--- src/hw/rtl/sed_pkg.sv ---
// ----------------------------------------------------------------------------
// sed_pkg
// Shared types and constants of the speech endpoint detector.
// ----------------------------------------------------------------------------
package sed_pkg;

  // request codes carried in tuser
  localparam logic [1:0] REQ_START  = 2'd0;
  localparam logic [1:0] REQ_SAMPLE = 2'd1;
  localparam logic [1:0] REQ_CANCEL = 2'd2;

  // configuration register indexes
  localparam int unsigned CFG_IDX_W = 3;
  localparam int unsigned CFG_DAT_W = 20;
  localparam logic [CFG_IDX_W-1:0] CFG_SIL_THRESH = 3'd0;
  localparam logic [CFG_IDX_W-1:0] CFG_SIL_HOLD   = 3'd1;
  localparam logic [CFG_IDX_W-1:0] CFG_MAX_REC    = 3'd2;
  localparam logic [CFG_IDX_W-1:0] CFG_MIN_SMP    = 3'd3;
  localparam logic [CFG_IDX_W-1:0] CFG_MAX_SMP    = 3'd4;

  // configuration reset values
  localparam logic [15:0] RST_SIL_THRESH = 16'd500;
  localparam logic [15:0] RST_SIL_HOLD   = 16'd1500;
  localparam logic [15:0] RST_MAX_REC    = 16'd5000;
  localparam logic [19:0] RST_MIN_SMP    = 20'd8000;
  localparam logic [19:0] RST_MAX_SMP    = 20'd80000;

  // widths fixed by the field formats
  localparam int unsigned SMP_W      = 16;
  localparam int unsigned TIME_W     = 32;
  localparam int unsigned CNT_W      = 20;
  localparam int unsigned RMS_W      = 16;
  localparam int unsigned SQ_W       = 31;  // mean square, at most 2^30
  localparam int unsigned SQRT_STEPS = 16;

  typedef enum logic [1:0] {
    PH_IDLE   = 2'd0,
    PH_LISTEN = 2'd1,
    PH_ENDED  = 2'd2
  } phase_e;

  typedef enum logic [1:0] {
    RS_NONE    = 2'd0,
    RS_TIME    = 2'd1,
    RS_SILENCE = 2'd2,
    RS_CANCEL  = 2'd3
  } reason_e;

  typedef struct packed {
    logic accept;     // input beat taken
    logic div_step;   // one restoring divide step
    logic sqrt_init;  // load quotient into the root unit
    logic sqrt_step;  // one root step
    logic finish;     // apply silence logic with the root
    logic load;       // move result into the output register
  } sed_cmd_t;

  typedef struct packed {
    logic need_root;  // beat closes a counted chunk
    logic out_free;   // output register can take a result
  } sed_sts_t;

endpackage

--- src/hw/rtl/speech_endpoint_detector_unit.sv ---
// ----------------------------------------------------------------------------
// speech_endpoint_detector_unit
// Start, cancel and non-closing sample beats: the beat is taken, then the
// result moves into the output register once that register is free.
// Counted chunk close: the one-bit-per-cycle restoring divider over the
// SUM_W-bit sum (SUM_W = 31 + clog2(CHUNK_MAX)) is followed by 16
// square-root steps. A new beat is taken while a result waits.
// Reset (async, active low): config to defaults, phase idle, recording clear.
// ----------------------------------------------------------------------------
module speech_endpoint_detector_unit #(
  parameter int unsigned CHUNK_MAX = 512
) (
  input  logic                            clk_i,
  input  logic                            rst_ni,
  input  logic                            s_axis_tvalid_i,
  output logic                            s_axis_tready_o,
  input  logic [47:0]                     s_axis_tdata_i,  // sample[15:0], now_ms[47:16]
  input  logic                            s_axis_tlast_i,  // chunk_end
  input  logic [1:0]                      s_axis_tuser_i,  // req_type[1:0]
  output logic                            m_axis_tvalid_o,
  input  logic                            m_axis_tready_i,
  // phase[1:0], end_reason[3:2], recorded_count[23:4], chunk_rms[39:24],
  // chunk_done[40], chunk_quiet[41], zero[47:42]
  output logic [47:0]                     m_axis_tdata_o,
  input  logic                            cfg_valid_i,
  output logic                            cfg_ready_o,
  input  logic [sed_pkg::CFG_IDX_W-1:0]   cfg_index_i,
  input  logic [sed_pkg::CFG_DAT_W-1:0]   cfg_data_i
);

  localparam int unsigned SUM_W = sed_pkg::SQ_W + $clog2(CHUNK_MAX);

  sed_pkg::sed_cmd_t cmd;
  sed_pkg::sed_sts_t sts;

  logic [1:0]                phase, reason;
  logic [sed_pkg::CNT_W-1:0] rec;
  logic [sed_pkg::RMS_W-1:0] rms;
  logic                      done, quiet;

  assign cfg_ready_o = 1'b1;

  sed_ctrl #(
    .DIV_STEPS (SUM_W)
  ) u_ctrl (
    .clk_i      (clk_i),
    .rst_ni     (rst_ni),
    .in_valid_i (s_axis_tvalid_i),
    .in_ready_o (s_axis_tready_o),
    .sts_i      (sts),
    .cmd_o      (cmd)
  );

  sed_dp #(
    .CHUNK_MAX (CHUNK_MAX)
  ) u_dp (
    .clk_i            (clk_i),
    .rst_ni           (rst_ni),
    .cmd_i            (cmd),
    .sts_o            (sts),
    .cfg_we_i         (cfg_valid_i & cfg_ready_o),
    .cfg_index_i      (cfg_index_i),
    .cfg_data_i       (cfg_data_i),
    .req_type_i       (s_axis_tuser_i),
    .sample_i         ($signed(s_axis_tdata_i[15:0])),
    .chunk_end_i      (s_axis_tlast_i),
    .now_ms_i         (s_axis_tdata_i[47:16]),
    .out_ready_i      (m_axis_tready_i),
    .out_valid_o      (m_axis_tvalid_o),
    .phase_o          (phase),
    .end_reason_o     (reason),
    .recorded_count_o (rec),
    .chunk_rms_o      (rms),
    .chunk_done_o     (done),
    .chunk_quiet_o    (quiet)
  );

  assign m_axis_tdata_o = {6'd0, quiet, done, rms, rec, reason, phase};

  // one item in flight: no beat is taken right after another
  a_one_in_flight: assert property (@(posedge clk_i) disable iff (!rst_ni)
    (s_axis_tvalid_i && s_axis_tready_o) |=> !s_axis_tready_o)
    else $error("input taken while an item is still in work");

  // a result without a counted chunk carries no rms and no quiet flag
  a_no_chunk_fields: assert property (@(posedge clk_i) disable iff (!rst_ni)
    (m_axis_tvalid_o && !m_axis_tdata_o[40]) |->
      (m_axis_tdata_o[39:24] == '0) && !m_axis_tdata_o[41])
    else $error("chunk fields set without a counted chunk");

  // a silence end only comes from a quiet counted chunk and leaves phase ended
  a_silence_end: assert property (@(posedge clk_i) disable iff (!rst_ni)
    (m_axis_tvalid_o && (m_axis_tdata_o[3:2] == sed_pkg::RS_SILENCE)) |->
      m_axis_tdata_o[40] && m_axis_tdata_o[41] &&
      (m_axis_tdata_o[1:0] == sed_pkg::PH_ENDED))
    else $error("silence end without a quiet chunk or ended phase");

endmodule

--- src/hw/rtl/sed_ctrl.sv ---
// ----------------------------------------------------------------------------
// sed_ctrl
// Sequencer: takes a beat, runs divide and root steps for counted chunk
// closes, then hands the result to the output register.
// ----------------------------------------------------------------------------
module sed_ctrl #(
  parameter int unsigned DIV_STEPS = 40
) (
  input  logic              clk_i,
  input  logic              rst_ni,
  input  logic              in_valid_i,
  output logic              in_ready_o,
  input  sed_pkg::sed_sts_t sts_i,
  output sed_pkg::sed_cmd_t cmd_o
);

  localparam int unsigned STEP_W = $clog2(DIV_STEPS);

  typedef enum logic [2:0] {
    ST_IDLE,
    ST_DIV,
    ST_SQI,
    ST_SQRT,
    ST_FIN,
    ST_POST
  } state_e;

  state_e             state_q, state_d;
  logic [STEP_W-1:0]  step_q, step_d;

  always_comb begin
    state_d = state_q;
    step_d  = step_q;
    cmd_o   = '0;
    in_ready_o = 1'b0;
    unique case (state_q)
      ST_IDLE: begin
        in_ready_o = 1'b1;
        if (in_valid_i) begin
          cmd_o.accept = 1'b1;
          step_d  = '0;
          state_d = sts_i.need_root ? ST_DIV : ST_POST;
        end
      end
      ST_DIV: begin
        cmd_o.div_step = 1'b1;
        step_d = step_q + 1'b1;
        if (step_q == STEP_W'(DIV_STEPS - 1)) begin
          state_d = ST_SQI;
        end
      end
      ST_SQI: begin
        cmd_o.sqrt_init = 1'b1;
        step_d  = '0;
        state_d = ST_SQRT;
      end
      ST_SQRT: begin
        cmd_o.sqrt_step = 1'b1;
        step_d = step_q + 1'b1;
        if (step_q == STEP_W'(sed_pkg::SQRT_STEPS - 1)) begin
          state_d = ST_FIN;
        end
      end
      ST_FIN: begin
        cmd_o.finish = 1'b1;
        state_d = ST_POST;
      end
      ST_POST: begin
        if (sts_i.out_free) begin
          cmd_o.load = 1'b1;
          state_d = ST_IDLE;
        end
      end
      default: state_d = ST_IDLE;
    endcase
  end

  always_ff @(posedge clk_i or negedge rst_ni) begin
    if (!rst_ni) begin
      state_q <= ST_IDLE;
      step_q  <= '0;
    end else begin
      state_q <= state_d;
      step_q  <= step_d;
    end
  end

endmodule

--- src/hw/rtl/sed_dp.sv ---
// ----------------------------------------------------------------------------
// sed_dp
// Datapath: config registers, recording state, chunk accumulator,
// restoring divider, bit-pair square root and output register.
// ----------------------------------------------------------------------------
module sed_dp #(
  parameter int unsigned CHUNK_MAX = 512
) (
  input  logic                                clk_i,
  input  logic                                rst_ni,
  input  sed_pkg::sed_cmd_t                   cmd_i,
  output sed_pkg::sed_sts_t                   sts_o,
  input  logic                                cfg_we_i,
  input  logic [sed_pkg::CFG_IDX_W-1:0]       cfg_index_i,
  input  logic [sed_pkg::CFG_DAT_W-1:0]       cfg_data_i,
  input  logic [1:0]                          req_type_i,
  input  logic signed [sed_pkg::SMP_W-1:0]    sample_i,
  input  logic                                chunk_end_i,
  input  logic [sed_pkg::TIME_W-1:0]          now_ms_i,
  input  logic                                out_ready_i,
  output logic                                out_valid_o,
  output logic [1:0]                          phase_o,
  output logic [1:0]                          end_reason_o,
  output logic [sed_pkg::CNT_W-1:0]           recorded_count_o,
  output logic [sed_pkg::RMS_W-1:0]           chunk_rms_o,
  output logic                                chunk_done_o,
  output logic                                chunk_quiet_o
);

  localparam int unsigned LEN_W  = $clog2(CHUNK_MAX + 1);
  localparam int unsigned SUM_W  = sed_pkg::SQ_W + $clog2(CHUNK_MAX);
  localparam int unsigned ROOT_W = sed_pkg::SQ_W + 1;
  localparam int unsigned TW     = sed_pkg::TIME_W;
  localparam int unsigned CW     = sed_pkg::CNT_W;

  // configuration
  logic [15:0]   thresh_q, thresh_d;
  logic [15:0]   hold_q, hold_d;
  logic [15:0]   max_rec_q, max_rec_d;
  logic [CW-1:0] min_smp_q, min_smp_d;
  logic [CW-1:0] max_smp_q, max_smp_d;

  // recording state
  sed_pkg::phase_e phase_q, phase_d;
  logic [TW-1:0]   start_q, start_d;
  logic            sil_act_q, sil_act_d;
  logic [TW-1:0]   sil_start_q, sil_start_d;
  logic [CW-1:0]   rec_q, rec_d;
  logic [SUM_W-1:0] sum_q, sum_d;
  logic [LEN_W-1:0] len_q, len_d;
  logic            out_valid_q, out_valid_d;

  // working registers
  logic [TW-1:0]        now_q;
  sed_pkg::reason_e     reason_q;
  logic [sed_pkg::RMS_W-1:0] rms_q;
  logic                 done_q, quiet_q;
  logic [SUM_W-1:0]     dvd_q;
  logic [LEN_W-1:0]     rem_q, dsr_q;
  logic [sed_pkg::SQ_W-1:0] v_q, bit_q;
  logic [ROOT_W-1:0]    root_q;

  // output register
  logic [1:0]                o_phase_q, o_reason_q;
  logic [CW-1:0]             o_rec_q;
  logic [sed_pkg::RMS_W-1:0] o_rms_q;
  logic                      o_done_q, o_quiet_q;

  // accept-time decode
  logic              listen, is_sample, over_time, closing, fits;
  logic [15:0]       mag;
  logic [31:0]       mag_sq;
  logic [SUM_W-1:0]  total;
  logic [LEN_W-1:0]  n;
  logic [CW:0]       rec_sum;
  sed_pkg::reason_e  acc_reason;

  assign listen    = (phase_q == sed_pkg::PH_LISTEN);
  assign is_sample = (req_type_i == sed_pkg::REQ_SAMPLE);
  assign over_time = (now_ms_i - start_q) > {16'd0, max_rec_q};
  assign mag       = sample_i[15] ? (~sample_i + 16'd1) : sample_i;
  assign mag_sq    = mag * mag;
  assign total     = sum_q + SUM_W'(mag_sq[sed_pkg::SQ_W-1:0]);
  assign n         = len_q + 1'b1;
  assign closing   = chunk_end_i || (n >= LEN_W'(CHUNK_MAX));
  assign rec_sum   = {1'b0, rec_q} + (CW + 1)'(n);
  assign fits      = rec_sum < {1'b0, max_smp_q};

  assign sts_o.need_root = is_sample && listen && !over_time && closing && fits;
  assign sts_o.out_free  = !out_valid_q || out_ready_i;

  always_comb begin
    acc_reason = sed_pkg::RS_NONE;
    if (req_type_i == sed_pkg::REQ_CANCEL && listen) begin
      acc_reason = sed_pkg::RS_CANCEL;
    end else if (is_sample && listen && over_time) begin
      acc_reason = sed_pkg::RS_TIME;
    end
  end

  // restoring divide step
  logic [LEN_W:0]   div_sh, div_diff;
  logic             div_ge;
  assign div_sh   = {rem_q, dvd_q[SUM_W-1]};
  assign div_ge   = div_sh >= {1'b0, dsr_q};
  assign div_diff = div_sh - {1'b0, dsr_q};

  // square root step
  logic [ROOT_W-1:0] sq_trial;
  logic              sq_ge;
  assign sq_trial = root_q + ROOT_W'(bit_q);
  assign sq_ge    = {1'b0, v_q} >= sq_trial;

  // silence logic on the finished root
  logic [sed_pkg::RMS_W-1:0] rms_w;
  logic                      quiet_w, sil_end;
  assign rms_w   = root_q[sed_pkg::RMS_W-1:0];
  assign quiet_w = rms_w < thresh_q;
  assign sil_end = quiet_w && sil_act_q && ((now_q - sil_start_q) > {16'd0, hold_q})
                   && (rec_q > min_smp_q);

  always_comb begin
    thresh_d  = thresh_q;
    hold_d    = hold_q;
    max_rec_d = max_rec_q;
    min_smp_d = min_smp_q;
    max_smp_d = max_smp_q;
    if (cfg_we_i) begin
      unique case (cfg_index_i)
        sed_pkg::CFG_SIL_THRESH: thresh_d  = cfg_data_i[15:0];
        sed_pkg::CFG_SIL_HOLD:   hold_d    = cfg_data_i[15:0];
        sed_pkg::CFG_MAX_REC:    max_rec_d = cfg_data_i[15:0];
        sed_pkg::CFG_MIN_SMP:    min_smp_d = cfg_data_i;
        sed_pkg::CFG_MAX_SMP:    max_smp_d = cfg_data_i;
        default: ;
      endcase
    end
  end

  always_comb begin
    phase_d     = phase_q;
    start_d     = start_q;
    sil_act_d   = sil_act_q;
    sil_start_d = sil_start_q;
    rec_d       = rec_q;
    sum_d       = sum_q;
    len_d       = len_q;
    if (cmd_i.accept) begin
      case (req_type_i)
        sed_pkg::REQ_START: begin
          if (!listen) begin
            rec_d = '0; sum_d = '0; len_d = '0; sil_act_d = 1'b0; sil_start_d = '0;
            start_d = now_ms_i;
            phase_d = sed_pkg::PH_LISTEN;
          end
        end
        sed_pkg::REQ_CANCEL: begin
          rec_d = '0; sum_d = '0; len_d = '0; sil_act_d = 1'b0; sil_start_d = '0;
          phase_d = sed_pkg::PH_IDLE;
        end
        sed_pkg::REQ_SAMPLE: begin
          if (listen) begin
            if (over_time) begin
              phase_d = sed_pkg::PH_ENDED;
              sum_d = '0;
              len_d = '0;
            end else if (closing) begin
              sum_d = '0;
              len_d = '0;
              if (fits) rec_d = rec_sum[CW-1:0];
            end else begin
              sum_d = total;
              len_d = n;
            end
          end
        end
        default: ;
      endcase
    end else if (cmd_i.finish) begin
      if (quiet_w) begin
        if (!sil_act_q) begin
          sil_act_d   = 1'b1;
          sil_start_d = now_q;
        end else if (sil_end) begin
          phase_d = sed_pkg::PH_ENDED;
        end
      end else begin
        sil_act_d   = 1'b0;
        sil_start_d = '0;
      end
    end
  end

  always_comb begin
    out_valid_d = out_valid_q;
    if (cmd_i.load) out_valid_d = 1'b1;
    else if (out_ready_i) out_valid_d = 1'b0;
  end

  always_ff @(posedge clk_i or negedge rst_ni) begin
    if (!rst_ni) begin
      thresh_q    <= sed_pkg::RST_SIL_THRESH;
      hold_q      <= sed_pkg::RST_SIL_HOLD;
      max_rec_q   <= sed_pkg::RST_MAX_REC;
      min_smp_q   <= sed_pkg::RST_MIN_SMP;
      max_smp_q   <= sed_pkg::RST_MAX_SMP;
      phase_q     <= sed_pkg::PH_IDLE;
      start_q     <= '0;
      sil_act_q   <= 1'b0;
      sil_start_q <= '0;
      rec_q       <= '0;
      sum_q       <= '0;
      len_q       <= '0;
      out_valid_q <= 1'b0;
    end else begin
      thresh_q    <= thresh_d;
      hold_q      <= hold_d;
      max_rec_q   <= max_rec_d;
      min_smp_q   <= min_smp_d;
      max_smp_q   <= max_smp_d;
      phase_q     <= phase_d;
      start_q     <= start_d;
      sil_act_q   <= sil_act_d;
      sil_start_q <= sil_start_d;
      rec_q       <= rec_d;
      sum_q       <= sum_d;
      len_q       <= len_d;
      out_valid_q <= out_valid_d;
    end
  end

  // payload registers, no reset
  always_ff @(posedge clk_i) begin
    if (cmd_i.accept) begin
      now_q    <= now_ms_i;
      reason_q <= acc_reason;
      rms_q    <= '0;
      done_q   <= 1'b0;
      quiet_q  <= 1'b0;
      dvd_q    <= total;
      dsr_q    <= n;
      rem_q    <= '0;
    end
    if (cmd_i.div_step) begin
      rem_q <= div_ge ? div_diff[LEN_W-1:0] : div_sh[LEN_W-1:0];
      dvd_q <= {dvd_q[SUM_W-2:0], div_ge};
    end
    if (cmd_i.sqrt_init) begin
      v_q    <= dvd_q[sed_pkg::SQ_W-1:0];
      root_q <= '0;
      bit_q  <= sed_pkg::SQ_W'(1) << (sed_pkg::SQ_W - 1);
    end
    if (cmd_i.sqrt_step) begin
      if (sq_ge) begin
        v_q    <= v_q - sq_trial[sed_pkg::SQ_W-1:0];
        root_q <= (root_q >> 1) + ROOT_W'(bit_q);
      end else begin
        root_q <= root_q >> 1;
      end
      bit_q <= bit_q >> 2;
    end
    if (cmd_i.finish) begin
      rms_q    <= rms_w;
      done_q   <= 1'b1;
      quiet_q  <= quiet_w;
      reason_q <= sil_end ? sed_pkg::RS_SILENCE : sed_pkg::RS_NONE;
    end
    if (cmd_i.load) begin
      o_phase_q  <= phase_q;
      o_reason_q <= reason_q;
      o_rec_q    <= rec_q;
      o_rms_q    <= rms_q;
      o_done_q   <= done_q;
      o_quiet_q  <= quiet_q;
    end
  end

  assign out_valid_o      = out_valid_q;
  assign phase_o          = o_phase_q;
  assign end_reason_o     = o_reason_q;
  assign recorded_count_o = o_rec_q;
  assign chunk_rms_o      = o_rms_q;
  assign chunk_done_o     = o_done_q;
  assign chunk_quiet_o    = o_quiet_q;

endmodule
--- config.mk ---
export PLATFORM = sky130hd
export DESIGN_NAME = speech_endpoint_detector_unit
export DESIGN_NICKNAME = d
export VERILOG_FILES = /design/src/hw/rtl/sed_pkg.sv /design/src/hw/rtl/speech_endpoint_detector_unit.sv /design/src/hw/rtl/sed_ctrl.sv /design/src/hw/rtl/sed_dp.sv
export SDC_FILE = /design/constraint.sdc
export NUM_CORES = 2
export LEC_CHECK = 0
export ABC_CLOCK_PERIOD_IN_PS = 15050
export BUFFER_PORTS_ARGS = -buffer_cell sky130_fd_sc_hd__buf_2
export CAP_MARGIN = 20
export CORE_ASPECT_RATIO = 1.1
export CORE_MARGIN = 2
export CORE_UTILIZATION = 35
export CTS_CLUSTER_DIAMETER = 50
export DETAILED_ROUTE_END_ITERATION = 12
export SYNTH_ARGS = -nofsm -noshare
export SYNTH_HDL_FRONTEND = slang
export SYNTH_SLANG_ARGS = --single-unit
--- constraint.sdc ---
create_clock -name clk_i -period 15.05 [get_ports clk_i]
set_input_delay 3.01 -clock clk_i [delete_from_list [all_inputs] [get_ports clk_i]]
set_output_delay 3.01 -clock clk_i [all_outputs]
set_load 0.03 [all_outputs]
* Word level (Yosys, flattened, before mapping)
Cells that the tools add are included.
Word-level totals: bits of input ports 79, memory bits (read-only) 0, memories kept 0, logic and storage cells 201, bits in latches 0, register bits after elaboration 468, bits in writable memories 0
Cells by class: reductions and logical operators 39, shifts and indexed selects 0, bitwise logic cells 2, multiplexer cells 78, magnitude comparators 8, equality and inequality tests 29, $add $sub $neg 11, divide/modulo/power cells 0, multiply operators 1
Operator list (count):
- 2-to-1 mux 32 bit | 8
- 2-to-1 mux 40 bit | 6
- one-hot mux 40 bit (3 select lines) | 1
- 2-to-1 mux 20 bit | 5
- 2-to-1 mux 31 bit | 3
- 2-to-1 mux 10 bit | 7
- greater-than comparator 32 x 16 -> 1 bit | 2
- one-hot mux 32 bit (2 select lines) | 1
- subtractor 32 bit | 2
- one-hot mux 20 bit (3 select lines) | 1
- 2-to-1 mux 29 bit | 2
- 2-to-1 mux 16 bit | 3
- adder 40 x 31 -> 40 bit | 1
- adder 31 x 31 -> 32 bit | 1
- adder 32 x 31 -> 32 bit | 1
- greater-or-equal comparator 31 x 32 -> 1 bit | 1
- multiplier 16 x 16 -> 31 bit | 1
- subtractor 31 bit | 1
- one-hot mux 10 bit (3 select lines) | 1
- 2-to-1 mux 2 bit | 12
- adder 20 x 10 -> 21 bit | 1
- less-than comparator 21 x 20 -> 1 bit | 1
- greater-than comparator 20 bit | 1
- 2-to-1 mux 1 bit | 18
- 41 further kinds | 87

* Depth between registers and ports, before layout
depth in word-level cells 9, gate-level depth with buffers 45, mapped depth without buffers 43

* Cells and area by module
A second synthesis with hierarchy kept.
Unflattened totals: cell total of the unflattened synthesis 3988, area total of the unflattened synthesis 37703.7 um^2
By module, submodules not included:
- sed_dp | cells an instance 3914, area each 37060.5 um^2, instances 1
- sed_ctrl | cells an instance 63, area each 568.0 um^2, instances 1
- speech_endpoint_detector_unit | cells an instance 11, area each 75.1 um^2, instances 1

* Worst setup path after synthesis
Ideal clock, no wire load.
path kind input-to-reg, from input port s_axis_tdata_i[0], to register u_dp.dvd_q[39], data pin, stages 40, arrival 12.528 ns, path slack 2.370 ns, cells stage by stage inv_1 clkbuf_1 ha_1 nand2_1 or3_1 or4_1 and2_1 xnor2_1 clkinv_1 nand2_1 fa_1 fa_1 inv_1 fa_1 fa_1 fa_1 inv_1 fa_1 [4 not listed] o21ai_0 o21bai_1 a21oi_1 o21ai_0 o21a_1 nor2_1 xnor2_1 ha_1 and3_1 nand2_1 o21ai_0 a21oi_1 o21ai_0 a21oi_1 a311oi_1 nand4_1 or2_2 a31oi_1
Between the ends: word-level cells in the longest chain between the ends 7
RTL lines:
- from (decl) | line speech_endpoint_detector_unit.sv:17 | input logic [47:0] s_axis_tdata_i,
- inverter 16 bit | line sed_dp.sv:81 | assign mag = sample_i[15] ? (~sample_i + 16'd1) : sample_i;
- adder 16 x 1 -> 16 bit | line sed_dp.sv:81
- 2-to-1 mux 16 bit * | line sed_dp.sv:81
- multiplier 16 x 16 -> 31 bit * | line sed_dp.sv:82 | assign mag_sq = mag * mag;
- adder 40 x 31 -> 40 bit * | line sed_dp.sv:83 | assign total = sum_q + SUM_W'(mag_sq[sed_pkg::SQ_W-1:0]);
- 2-to-1 mux 40 bit * | line sed_dp.sv:234 | if (cmd_i.accept) begin
- 2-to-1 mux 40 bit * | line sed_dp.sv:244 | if (cmd_i.div_step) begin
- to (signal assigned) | line sed_dp.sv:240 | dvd_q <= total;
- to (signal assigned) | line sed_dp.sv:246 | dvd_q <= {dvd_q[SUM_W-2:0], div_ge};
- to (decl) | line sed_dp.sv:58 | logic [SUM_W-1:0] dvd_q;
Every way passes the cells marked *; elsewhere a longest branch is shown, timed or not. The select of a mux whose other input is x is not followed. A chain may end at the register's enable or synchronous reset.

* Worst setup path after layout
from input port s_axis_tdata_i[0], to register u_dp.sum_q[36]
Between the ends: word-level cells in the longest chain between the ends 9
RTL lines:
- inverter 16 bit | line sed_dp.sv:81
- adder 16 x 1 -> 16 bit | line sed_dp.sv:81
- 2-to-1 mux 16 bit * | line sed_dp.sv:81
- multiplier 16 x 16 -> 31 bit * | line sed_dp.sv:82
- adder 40 x 31 -> 40 bit * | line sed_dp.sv:83
- 2-to-1 mux 40 bit * | line sed_dp.sv:167 | end else if (closing) begin
- 2-to-1 mux 40 bit * | line sed_dp.sv:163 | if (over_time) begin
- 2-to-1 mux 40 bit * | line sed_dp.sv:162 | if (listen) begin
- one-hot mux 40 bit (3 select lines) * | line sed_dp.sv:149 | case (req_type_i)
- to (signal assigned) | line sed_dp.sv:226 | sum_q <= sum_d;
- to (decl) | line sed_dp.sv:49 | logic [SUM_W-1:0] sum_q, sum_d;
Marks and branches as above.

==> impl_metrics.env <==
export IMPL_syn2layout_area_growth_pct=11.37
export IMPL_yosysUniqueCellTypes=85
export IMPL_tightest_slew_ns=0.9698
export IMPL_setup_viol=0
export IMPL_hp_class="register to register"
export IMPL_core_mm2=0.1043
export IMPL_final_setup_tns_ns=0
export IMPL_crit_type="input port to register"
export IMPL_period_share_pct=88.35
export IMPL_routed_via_count=28087
export IMPL_regArea_mm2=0.01258
export IMPL_hold_violations=0
export IMPL_io_buffers=122
export IMPL_worstPathArrival_ns=13.85
export IMPL_max_slew_margin_pct=35.35
export IMPL_clkTransAtPathRegs_ns=0.06
export IMPL_cts_resized=0
export IMPL_layout_drive_gt1_share_pct=9.861
export IMPL_drtIter0Drc=1650
export IMPL_synthesis_area_mm2=0.03689
export IMPL_drtPass1Iterations=5
export IMPL_critPathSlowestCell="fa_1"
export IMPL_die_area_mm2=0.1080
export IMPL_fillers=10486
export IMPL_hold_buffers=0
export IMPL_dpl_hpwl_um=70720
export IMPL_async_flop_share_pct=50.21
export IMPL_antenna_found_initial=3
export IMPL_yosysSeqAreaShare_pct=34.11
export IMPL_cp_end_kind="register"
export IMPL_track_usage_pct=16.95
export IMPL_crit_family="adder cells"
export IMPL_antenna_cells=0
export IMPL_slew_violations=0
export IMPL_cts_tree="done"
export IMPL_cts_htree_levels=2
export IMPL_grt_pass1_vias=27670
export IMPL_synthCells=3935
export IMPL_crit_required_ns=15.60
export IMPL_path_max_fanout=17
export IMPL_max_cap_violations=0
export IMPL_status="complete, no violations"
export IMPL_fin_skew_ns=0.03129
export IMPL_rows=124
export IMPL_routedWlPerCell_um=16.84
export IMPL_synth_edf_count=200
export IMPL_path_buf_inv=6
export IMPL_start_kind="input port"
export IMPL_critical_path_max_stage_delay_ns=0.54
export IMPL_ys_flop_type="dfrtp_1"
export IMPL_dieHeight_um=344.5
export IMPL_synth_area_per_cell_um2=9.376
export IMPL_place_congestion=0.8745
export IMPL_ant_nets=0
export IMPL_via_per_inst=5.123
export IMPL_fmax_mhz=75.20
export IMPL_grt_max_degree=117
export IMPL_layout_commonest_cell="inv_1"
export IMPL_synth_seq_cells=468
export IMPL_post_route_util_pct=39.41
export IMPL_wirelength_um=92320
export IMPL_cts_setup_buffers=0
export IMPL_multi_input_area_mm2=0.02216
export IMPL_clk_path_buf_depth=3
export IMPL_nNetsFinal=4667
export IMPL_io_pins=130
export IMPL_cts_buffers=54
export IMPL_period_minus_slack_ns=13.30
export IMPL_yosysWarnings=0
export IMPL_cts_root_buf="clkbuf_16"
export IMPL_grt_overflow_total=0
export IMPL_cts_num_sinks=468
export IMPL_die_x_um=313.6
export IMPL_grt_setup_unrepaired="false"
export IMPL_layout_common_cells="inv_1, nand2_1, ha_1"
export IMPL_timing_critical_path_mode_cell="fa_1"
export IMPL_drc=0
export IMPL_grt_pass1_wl_um=148800
export IMPL_insertion_delay_ns=0.63
export IMPL_start_util_pct=35.39
-- layer usage --
layer,global-route usage [%],up-vias,part of all wire [%]
li1,-,13867,-
met1,22.71,13630,46
met2,29.46,479,48
met3,1.684,111,3.5
met4,4.017,0,2.1
met5,0,-,0
-- per-stage QoR --
stage          instances  setup WS [ns]  hold slack [ns]  instance area [um2]
2_1_floorplan       3951          2.370           0.4003                36950
3_3_place_gp        5375          1.390           0.4039                39130
3_5_place_dp        5378          1.158           0.4045                39170
4_1_cts             5480          1.789           0.4171                41040
5_1_grt             5483         0.9812           0.4304                41090
6_report            5483          1.753           0.4129                41090
-- area by class of cell --
cell class	instances	area share, %
Clock buffer	62	3.386
Sequential cell	468	30.63
Tap cell	1386	4.221
Multi-Input combinational cell	2894	53.94
Clock inverter	40	1.179
Inverter	470	4.294
Timing Repair Buffer	163	2.354
-- flip-flops by register name, indices dropped and copies added, names as in the netlist, 20 cells and up --
name and flops:
u_dp.v_q 31, u_dp.sum_q 40, u_dp.recorded_count_o 20, u_dp.start_q 32, u_dp.min_smp_q 20, u_dp.now_q 32
u_dp.dvd_q 40, u_dp.sil_start_q 32, u_dp.rec_q 20, u_dp.root_q 32, u_dp.max_smp_q 20
-- cells in the mapped netlist, types with 10 or more instances --
cell type | n | area (um2)
a21oi_1 | 220 | 1101
nor2b_1 | 39 | 244.0
and2_1 | 23 | 143.9
o21a_1 | 31 | 232.7
nor3_1 | 47 | 235.2
a21o_1 | 87 | 653.1
xor2_1 | 98 | 858.3
or2_2 | 12 | 75.07
a31oi_1 | 38 | 237.7
nor4_1 | 12 | 75.07
o21ai_1 | 34 | 170.2
nand3_1 | 63 | 315.3
nor2_1 | 258 | 968.4
ha_1 | 367 | 4592
dfxtp_1 | 33 | 660.6
a22o_1 | 36 | 315.3
and3_1 | 61 | 381.6
or3_1 | 16 | 100.1
o21bai_1 | 24 | 180.2
a211oi_1 | 34 | 255.2
mux2i_1 | 49 | 490.5
clkbuf_1 | 97 | 364.1
inv_1 | 465 | 1745
xnor2_1 | 144 | 1261
dfrtp_1 | 206 | 5155
nand2_1 | 423 | 1588
nand2b_1 | 36 | 225.2
o21ai_0 | 257 | 1286
dfstp_2 | 29 | 762.0
fa_1 | 170 | 3403
nand4_1 | 43 | 269.0
edfxtp_1 | 200 | 6006
o31ai_1 | 18 | 135.1
nor3b_1 | 10 | 75.07
mux2_2 | 67 | 754.5
buf_4 | 11 | 82.58
o211ai_1 | 16 | 120.1
-- cells by family after synthesis --
logic type | share of synthesized area (%)
buf+inv | 6.169
simple gates | 13.31
xor+xnor | 5.745
other cells | 0.02036
flops | 34.11
fa+ha+maj | 21.67
compound gates | 15.60
mux | 3.374
-- final timing paths --
path	start	end	slack [ns]	cells after the start
max reg2reg	u_dp.root_q[2]	u_dp.root_q[29]	8.81	25
max	s_axis_tdata_i[0]	u_dp.sum_q[36]	1.75	41
max in group asynchronous	rst_ni	u_dp.sum_q[28]	10.33	3
min	u_dp.rms_q[12]	u_dp.chunk_rms_o[12]	0.41	0
min reg2reg	u_dp.rms_q[12]	u_dp.chunk_rms_o[12]	0.41	0
min in group asynchronous	rst_ni	u_dp.thresh_q[11]	2.47	1
Power is not shown: default switching activity piles up to over one toggle a cycle in this logic, so the estimate is an artifact.
